$ cat src/rtl/pcc_mul.sv
// Shared 32x32 unsigned multiplier with registered product.
module pcc_mul (
  input  logic        clk,
  input  logic [31:0] op_a,
  input  logic [31:0] op_b,
  output logic [63:0] prod_r
);

  // register every product before it is used
  always_ff @(posedge clk) begin
    prod_r <= 64'(op_a) * 64'(op_b);
  end

endmodule

$ cat config.mk
export PLATFORM = sky130hd
export DESIGN_NAME = pcc_mul
export DESIGN_NICKNAME = d
export VERILOG_FILES = /design/src/rtl/pcc_mul.sv
export SDC_FILE = /design/constraint.sdc
export NUM_CORES = 2
export LEC_CHECK = 0
export BUFFER_PORTS_ARGS = -buffer_cell sky130_fd_sc_hd__buf_2
export CORE_MARGIN = 5
export CORE_UTILIZATION = 65
export CTS_CLUSTER_SIZE = 20
export DETAILED_ROUTE_END_ITERATION = 6
export MAX_ROUTING_LAYER = met4
export PLACE_DENSITY_LB_ADDON = 0.3
export SYNTH_ARGS = -nofsm -noshare
export SYNTH_HDL_FRONTEND = slang
export SYNTH_SLANG_ARGS = --single-unit
$ cat constraint.sdc
create_clock -name clk -period 7.7 [get_ports clk]
set_input_delay 0.385 -clock clk [delete_from_list [all_inputs] [get_ports clk]]
set_output_delay 0.385 -clock clk [all_outputs]
set_load 0.05 [all_outputs]
==> flow_summary_export.csv <==
group,metric,value,unit
outcome,status,"finished, final reports clean",
place,routabilityCongestion,0.968,
logic_synthesis,netlist_instances,3748,
logic_synthesis,ys_seq_elements,64,
critical_path,crit_buf_inv,6,
drt,viasPerCell,5.69,
cts,ctsHoldBuffers,0,
drt,antenna_left,0,
drt,drt-wirelength-per-cell,19.8,µm
cts,h-tree-depth,3,
logic_synthesis,synth_top_area_share,51.7,%
floorplan,initial_utilization,65.9,%
critical_path,crit_family,"adder cells",
place,hpwl,76700,µm
layout,reg_top3,"prod_r: 64 flops",
logic_synthesis,seq_area_frac_synth,3.69,%
logic_synthesis,async_reset_ff_share,0,%
hold_path,hold_class,"input pin to flip-flop",
critical_path,critical_path.max_fanout,21,
logic_synthesis,synthFlopType,"dfxtp_1",
critical_path,path_cells,"buf_2 > buf_4 > nand2_1 > fa_1 > inv_1 > fa_1 > fa_1 > fa_1 > fa_1 > fa_1 > fa_1 > inv_1 > fa_1 > inv_1 > ha_1 > nand2_1 > or4_1 > or3_1 > a31oi_1 > buf_4 > a31o_2 > a211oi_1 > o21ai_1 > xor2_1",
cts,cts_buffer_depth,2,
critical_path,cp.arrival,7.64,ns
critical_path,path_common_cell,"fa_1",
grt,grt_pass1_vias,28491,
cts,clk_pin_slew_worst_paths,0.06,ns
drt,vias,25569,
layout,drive_gt1_share,7.73,%
grt,grt_first_pass_wirelength,147000,µm
grt,grt_max_degree,33,
hold_path,holdPathStages,2,
grt,grt.overflow.total,0,
grt,antenna_found_initial,1,
layout,fill_cells,4039,
timing,hold_violations,0,
critical_path,cp_slowest_stage_delay,0.61,ns
timing,setup_viol,0,
cts,clock_sinks,64,
layout,final_common_cell,"fa_1",
logic_synthesis,synth-edff-count,0,
critical_path,cp_slowest_cell,"fa_1",
critical_path,cp-end-kind,"flip-flop",
floorplan,num_rows,84,
critical_path,cp.required,7.99,ns
drt,drt_iter0_markers,1614,
logic_synthesis,ys_warn_count,0,
timing,period_share,95.5,%
timing,slew_headroom,53.9,%
layout,regMostFlops,"prod_r",
critical_path,worst_setup_path_start_kind,"input pin",
cts,clock-root-buffer,"clkbuf_16",
timing,fmax,136,MHz
critical_path,cp-endpoint,"prod_r[62]",
logic_synthesis,yosys.area.top_type,"fa_1",
layout,largest_reg_flops,64,
timing,rsz0062_at_grt,"no",
grt,groute.usage.overall,33.3,%
floorplan,io_pins,129,
floorplan,core_area,0.0527,mm²
critical_path,setup.worst_path.class,"input pin to flip-flop",
logic_synthesis,synth_area_leaders,"fa_1 (52%), and2_1 (11%), ha_1 (9.5%)",
critical_path,path_depth,24,
drt,drcViolationCount,0,
logic_synthesis,syn_avg_cell_area,9.25,µm²
timing,setup-tns-final,0,ns
layout,syn_to_final_growth,5.71,%
layout,layout.nets,5024,
cts,cts.repair.resized,0,
timing,worstMarginPinSlew,0.692,ns
run,cap_viol_max_count,0,
floorplan,die_h,241,µm
logic_synthesis,synthesis.area,0.0347,mm²
timing,period_minus_slack,7.35,ns
critical_path,setup.worst_path.start,"op_a[12]",
logic_synthesis,syn-num-nets,4972,
logic_synthesis,synth_cell_types,57,
cts,cts_tree,"yes",
drt,wl,89000,µm
floorplan,die_area,0.0581,mm²
drt,drtPass1Iterations,5,
floorplan,die_w,241,µm
timing,slew_violations,0,
cts,cts_buffers,9,
place,io_buffers,128,
cts,cts_setup_buffers,0,
layout,final_cell_mix,"fa_1 (896), inv_1 (865), and2_1 (602)",
-- Yosys cell counts, types with 3 or more instances --
library cell and n:
fa_1 896, inv_1 865, and2_1 602, nand2_1 480, ha_1 263, clkbuf_1 213, dfxtp_1 64, a21oi_1 63
a21o_1 40, xnor2_1 35, xor2_1 25, nand4_1 23, o21ai_0 21, nor2_1 20, and3_1 14, a31oi_1 12
nand3_1 10, o21bai_1 10, o21a_1 9, nor3_1 7, buf_2 6, o21ai_1 5, a221o_1 4, a211oi_1 3
a21boi_1 3, a21oi_2 3, a221oi_4 3, and4_1 3, o221ai_1 3, o31ai_4 3, or2_2 3, or3_1 3
or4_1 3
-- layout make-up --
class / count / area [µm²] / share of cell area (%)
Multi-Input combinational cell: 2599 / 29300 / 80.0
Timing Repair Buffer: 261 / 1660 / 4.54
Tap cell: 688 / 861 / 2.35
Sequential cell: 64 / 1280 / 3.50
Inverter: 865 / 3250 / 8.86
Clock inverter: 7 / 61.3 / 0.167
Antenna cell: 1 / 2.50 / 0.00683
Clock buffer: 9 / 225 / 0.614
-- how the worst min path moves through the flow --
stage | from | end | slack, ns
after CTS | op_b[0] | prod_r[0] | 0.66
after global placement | prod_r[50] | prod_r[50] | 0.85
after floorplan | op_b[0] | prod_r[0] | 0.51
after global routing | op_b[0] | prod_r[0] | 0.68
after detailed placement | prod_r[50] | prod_r[50] | 0.85
final | op_b[0] | prod_r[0] | 0.67
-- stage by stage --
step	instances	utilization (%)	instance area (µm²)	setup WS [ns]	hold slack, ns
5_1_grt	4494	69.6	36700	0.0891	0.678
2_1_floorplan	3748	-	34700	0.562	0.512
3_3_place_gp	4477	69.1	36400	0.200	0.854
6_report	4494	69.6	36700	0.349	0.668
3_5_place_dp	4477	69.1	36400	0.0666	0.854
4_1_cts	4493	69.6	36700	0.417	0.656
-- cell families after synthesis --
family	count (synthesis)	share of synthesized area (%)
simple gates	1177	17.6
fa+ha+maj	1159	61.2
buf+inv	1085	11.8
compound gates	202	4.15
flops	64	3.69
xor+xnor	60	1.52
mux	1	0.0289
-- per-layer routing --
| metal | routed length [µm] | GRT usage [%] |
|---|---|---|
| met4 | 5550 | 16.1 |
| met2 | 46100 | 57.2 |
| met5 | 0 | - |
| met1 | 32000 | 38.8 |
| met3 | 5370 | 4.50 |
Power is left out: the tool's default activity adds up to more than one toggle a clock period on the data nets, which glitch-free logic cannot reach.
