### config.mk
export PLATFORM = sky130hd
export DESIGN_NAME = pcc_ctrl
export DESIGN_NICKNAME = d
export VERILOG_FILES = /design/src/rtl/pcc_pkg.sv /design/src/rtl/pcc_ctrl.sv
export SDC_FILE = /design/constraint.sdc
export NUM_CORES = 1
export LEC_CHECK = 0
export BUFFER_PORTS_ARGS = -buffer_cell sky130_fd_sc_hd__buf_2
export CELL_PAD_IN_SITES_DETAIL_PLACEMENT = 0
export CELL_PAD_IN_SITES_GLOBAL_PLACEMENT = 2
export CORE_AREA = 2 2 39 41
export DETAILED_ROUTE_END_ITERATION = 7
export DIE_AREA = 0 0 41 43
export PLACE_DENSITY_LB_ADDON = 0.12
export RECOVER_POWER = 100
export SYNTH_ARGS = -nofsm -noshare
export SYNTH_HDL_FRONTEND = slang
export SYNTH_SLANG_ARGS = --single-unit
### constraint.sdc
create_clock -name clk -period 0.9 [get_ports clk]
set_input_delay 0.045 -clock clk [delete_from_list [all_inputs] [get_ports clk]]
set_output_delay 0.045 -clock clk [all_outputs]
set_load 0.005 [all_outputs]
### src/rtl/pcc_pkg.sv
// Shared types and constants for the clamped PID corrector.
package pcc_pkg;

  localparam int unsigned CFG_IDX_W = 3;

  // configuration register indexes
  localparam logic [CFG_IDX_W-1:0] CFG_KP_GAIN   = 3'd0;
  localparam logic [CFG_IDX_W-1:0] CFG_KI_GAIN   = 3'd1;
  localparam logic [CFG_IDX_W-1:0] CFG_KD_GAIN   = 3'd2;
  localparam logic [CFG_IDX_W-1:0] CFG_P_LIMIT   = 3'd3;
  localparam logic [CFG_IDX_W-1:0] CFG_D_LIMIT   = 3'd4;
  localparam logic [CFG_IDX_W-1:0] CFG_DEAD_ZONE = 3'd5;

  // sequencer steps, one multiplier launch per step where needed
  typedef enum logic [3:0] {
    S_IDLE,  // wait for an error sample
    S_P,     // kp * |e|
    S_Q0,    // prop clamp; |e| * reciprocal
    S_Q1,    // q0 * rate
    S_FIX,   // quotient correction; |diff| * rate
    S_ACC,   // error sum update; kd * m[31:0]
    S_D2,    // kd * m[47:32]; |sum|
    S_DSUM,  // derivative product merge; ki * |sum| high
    S_I1,    // derivative clamp; ki * |sum| low
    S_I2,    // integral merge; dead zone
    S_SAT,   // saturate and restore signs
    S_CMD    // command sum, hand result to output register
  } pcc_state_t;

  typedef struct packed {
    pcc_state_t state;
    logic       in_ready;
    logic       emit;
  } pcc_ctl_t;

endpackage

### src/rtl/pcc_ctrl.sv
// Sequencer that steps one error sample through the shared multiplier.
module pcc_ctrl (
  input  logic              clk,
  input  logic              rst_n,
  input  logic              in_valid,
  input  logic              out_free,
  output pcc_pkg::pcc_ctl_t ctl
);

  pcc_pkg::pcc_state_t state_r, state_nxt;

  // hold the current step
  always_ff @(posedge clk) begin
    if (!rst_n) begin
      state_r <= pcc_pkg::S_IDLE;
    end else begin
      state_r <= state_nxt;
    end
  end

  // advance through the fixed schedule
  always_comb begin
    state_nxt    = state_r;
    ctl.state    = state_r;
    ctl.in_ready = 1'b0;
    ctl.emit     = 1'b0;
    case (state_r)
      pcc_pkg::S_IDLE: begin
        ctl.in_ready = 1'b1;
        if (in_valid) state_nxt = pcc_pkg::S_P;
      end
      pcc_pkg::S_P:    state_nxt = pcc_pkg::S_Q0;
      pcc_pkg::S_Q0:   state_nxt = pcc_pkg::S_Q1;
      pcc_pkg::S_Q1:   state_nxt = pcc_pkg::S_FIX;
      pcc_pkg::S_FIX:  state_nxt = pcc_pkg::S_ACC;
      pcc_pkg::S_ACC:  state_nxt = pcc_pkg::S_D2;
      pcc_pkg::S_D2:   state_nxt = pcc_pkg::S_DSUM;
      pcc_pkg::S_DSUM: state_nxt = pcc_pkg::S_I1;
      pcc_pkg::S_I1:   state_nxt = pcc_pkg::S_I2;
      pcc_pkg::S_I2:   state_nxt = pcc_pkg::S_SAT;
      pcc_pkg::S_SAT:  state_nxt = pcc_pkg::S_CMD;
      pcc_pkg::S_CMD: begin
        if (out_free) begin
          ctl.emit  = 1'b1;
          state_nxt = pcc_pkg::S_IDLE;
        end
      end
      default: state_nxt = pcc_pkg::S_IDLE;
    endcase
  end

endmodule

==> run_results.csv <==
group,metric,value,unit
placement,gp_congestion,0.693,
grt,antenna_found_initial,0,
clock_tree,clock_path_buffers,2,
synthesis,synth_simple_gate_area_share,37.1,%
critical_path,start_kind,"flop",
hold_path,worstHoldStart,"rst_n",
grt,use_met3,3.14,%
outcome,failed_checks,"negative setup slack",
floorplan,core_area,1380,µm²
critical_path,worst-path-buf-inv,1,
layout,final_area,427,µm²
grt,use_met2,11.6,%
synthesis,synth_seq_area_share,36.0,%
synthesis,syn-cell-area,223,µm²
critical_path,critical_path.max_stage_delay,360,ps
synthesis,ys_types,16,
critical_path,critical_path_arrival,1000,ps
critical_path,regToRegSetupSlack,-90,ps
layout,mostFrequentLayoutCells,"9 x buf_2, 5 x buf_4, 4 x buf_6, 3 x clkbuf_4, 3 x dfxtp_4",
drt,wirelength,724,µm
timing,tns,-527,ps
floorplan,initial_core_util,16.1,%
grt,grt_pass1_vias,256,
pwr,p_leak,0.195,nW
critical_path,critPathKind,"flop to primary output",
placement,dpl-instance-area,315,µm²
critical_path,endpoint_kind,"primary output",
placement,dp_hpwl,454,µm
outcome,status,"finished with violations",
drt,drtAntennaViolNets,0,
drt,vias,267,
clock_tree,cts_hold_buffers,0,
layout,top_register,"state_r",
timing,hold_viol,0,
layout,top_regs,"state_r x4",
floorplan,rows,14,
critical_path,worstPathMaxFanout,4,
clock_tree,htree_levels,1,
synthesis,yosysWarnings,0,
timing,slew_headroom,84.4,%
layout,layout-drive-gt1-share,74.4,%
floorplan,chipWidth,41,µm
layout,final_common_cell,"buf_2",
floorplan,die_area,1760,µm²
layout,num-nets-final,49,
critical_path,cp_slowest_cell,"dfxtp_4",
synthesis,synth-seq-cells,4,
floorplan,io_pins,10,
drt,viasPerCell,4.53,
drt,wire_per_inst,12.3,µm
drt,drcViolationCount,0,
critical_path,path_depth,3,
timing,worstMarginPinSlew,232,ps
grt,grt_pass1_wl,1010,µm
synthesis,syn_area_per_cell,9.68,µm²
clock_tree,cts_sinks,4,
timing,rsz0062_at_grt,"true",
layout,diodes,0,
timing,fin_crit,1050,ps
timing,drv_slew,0,
synthesis,synthAdderAreaFrac,0,%
layout,syn_to_final_growth,91.6,%
critical_path,crit_path_cell_trace,"and2_4 > and4b_1 > buf_2",
hold_path,hp-class,"input port to flop",
floorplan,die_y,43,µm
layout,largest_reg_flops,4,
critical_path,reg2reg_from,"state_r[1]$_SDFFE_PN0P_",
layout,seq_area,92.6,µm²
timing,setup_violations,6,
job,drv_cap,0,
synthesis,muxShareOfSynthArea,0,%
placement,portBuffers,9,
grt,overflow,0,
hold_path,min_path_cells,3,
critical_path,cpLargestDelayFamily,"flip-flops",
synthesis,syn_inst,23,
clock_tree,cts-root-buf,"clkbuf_4",
clock_tree,cts_buffers,3,
synthesis,synth_top_family_by_area,"simple AND/OR/NAND/NOR gates",
timing,worst_hold_slack,90.2,ps
synthesis,synth-compound-area-share,24.7,%
critical_path,r2r_cells,4,
timing,period_share,116,%
synthesis,synth_xor_area_share,0,%
grt,met1_usage,11.3,%
grt,grt_use_total,9.36,%
timing,worst_slack,-148,ps
critical_path,regToRegEndpoint,"state_r[2]$_SDFFE_PN0P_",
pwr,power_density,1300,nW/µm²
grt,grt_max_degree,10,
clock_tree,clk_latency,230,ps
synthesis,synth_nets,27,
clock_tree,cts_tree,"done",
timing,finClkSkew,1.76,ps
grt,grt_busiest_layer,"met2",
drt,drt_iter0_drc,2,
layout,fillers,158,
timing,timing.fmax,0.954,GHz
drt,dr.pass1.iters,4,
pwr,peakVddDrop,0.427,mV
layout,multi_input_area,164,µm²
clock_tree,clkTransAtPathRegs,40,ps
critical_path,required,850,ps
hold_path,hold_end,"state_r[2]$_SDFFE_PN0P_",
[stage by stage]
step	std cells	utilization [%]	worst slack (ps)	power [mW]
2_1_floorplan	23	-	22.6	0.259
4_1_cts	57	27.0	-162	0.552
6_report	59	30.8	-148	0.556
5_1_grt	59	30.8	-210	0.600
3_5_place_dp	51	22.8	-12.2	0.301
3_3_place_gp	51	22.8	4.71	0.302
[cells by family (layout without fill, tap and decap cells)]
| logic type | after synthesis | count (layout) |
|---|---|---|
| AND/OR/NAND/NOR | 12 | 12 |
| AO/OA/AOI/OAI | 6 | 6 |
| flip-flops | 4 | 4 |
| buffers and inverters | 1 | 21 |
[timing repair]
| action | in CTS | in global routing |
|---|---|---|
| setup buffers | 3 | 2 |
| endpoints found under the setup margin | 7 | 9 |
| pin swaps | 1 | 3 |
| gates resized for setup | 5 | 8 |
[tightest hold or removal path, cell delays in order]
cell and delay (ps):
buf_2 120, nand2b_1 80, a21oi_1 40
[report_power, final]
part           leakage, nW  switching, mW  internal [mW]
logic                0.146         0.0531         0.0779
registers           0.0353         0.0166          0.187
clock network       0.0138         0.0726          0.149
total                0.195          0.142          0.414
[how the worst max path moves through the flow]
stage | startpoint | slack (ps) | endpoint
after detailed placement | state_r[3]$_SDFFE_PN0P_ | -10 | state_r[3]$_SDFFE_PN0P_
after floorplan | state_r[1]$_SDFFE_PN0P_ | 20 | state_r[0]$_SDFFE_PN0P_
final | state_r[1]$_SDFFE_PN0P_ | -150 | ctl[0]
after global routing | state_r[1]$_SDFFE_PN0P_ | -210 | ctl[0]
after CTS | state_r[1]$_SDFFE_PN0P_ | -160 | ctl[0]
after global placement | state_r[3]$_SDFFE_PN0P_ | 5 | state_r[0]$_SDFFE_PN0P_
[cells in the mapped netlist, drive strengths merged]
cell / number / area, µm²
nand3: 1 / 5.00
and3b: 1 / 8.76
a32o: 1 / 10.0
and2: 1 / 8.76
nand2b: 2 / 12.5
a211oi: 2 / 20.0
and4b: 1 / 10.0
nor2b: 1 / 6.26
buf: 1 / 5.00
dfxtp: 4 / 80.1
a21oi: 1 / 5.00
a21bo: 2 / 20.0
nor4: 2 / 12.5
nand3b: 2 / 15.0
nor2: 1 / 3.75
[per-layer routing]
metal  routed length, µm  part of all wire [%]  up-vias
li1                    -                     -      131
met1                 308                    43      126
met2                 355                    49        8
met3                  54                   7.5        2
met4                   5                  0.69        0
met5                   0                     0        -
[area by class of cell]
class	instances	area share [%]
timing repair buffer	18	29.9
multi-input combinational	18	38.4
tap	16	4.69
clock buffer	3	5.28
sequential	4	21.7
No activity file was read; power rests on OpenSTA's default activity.
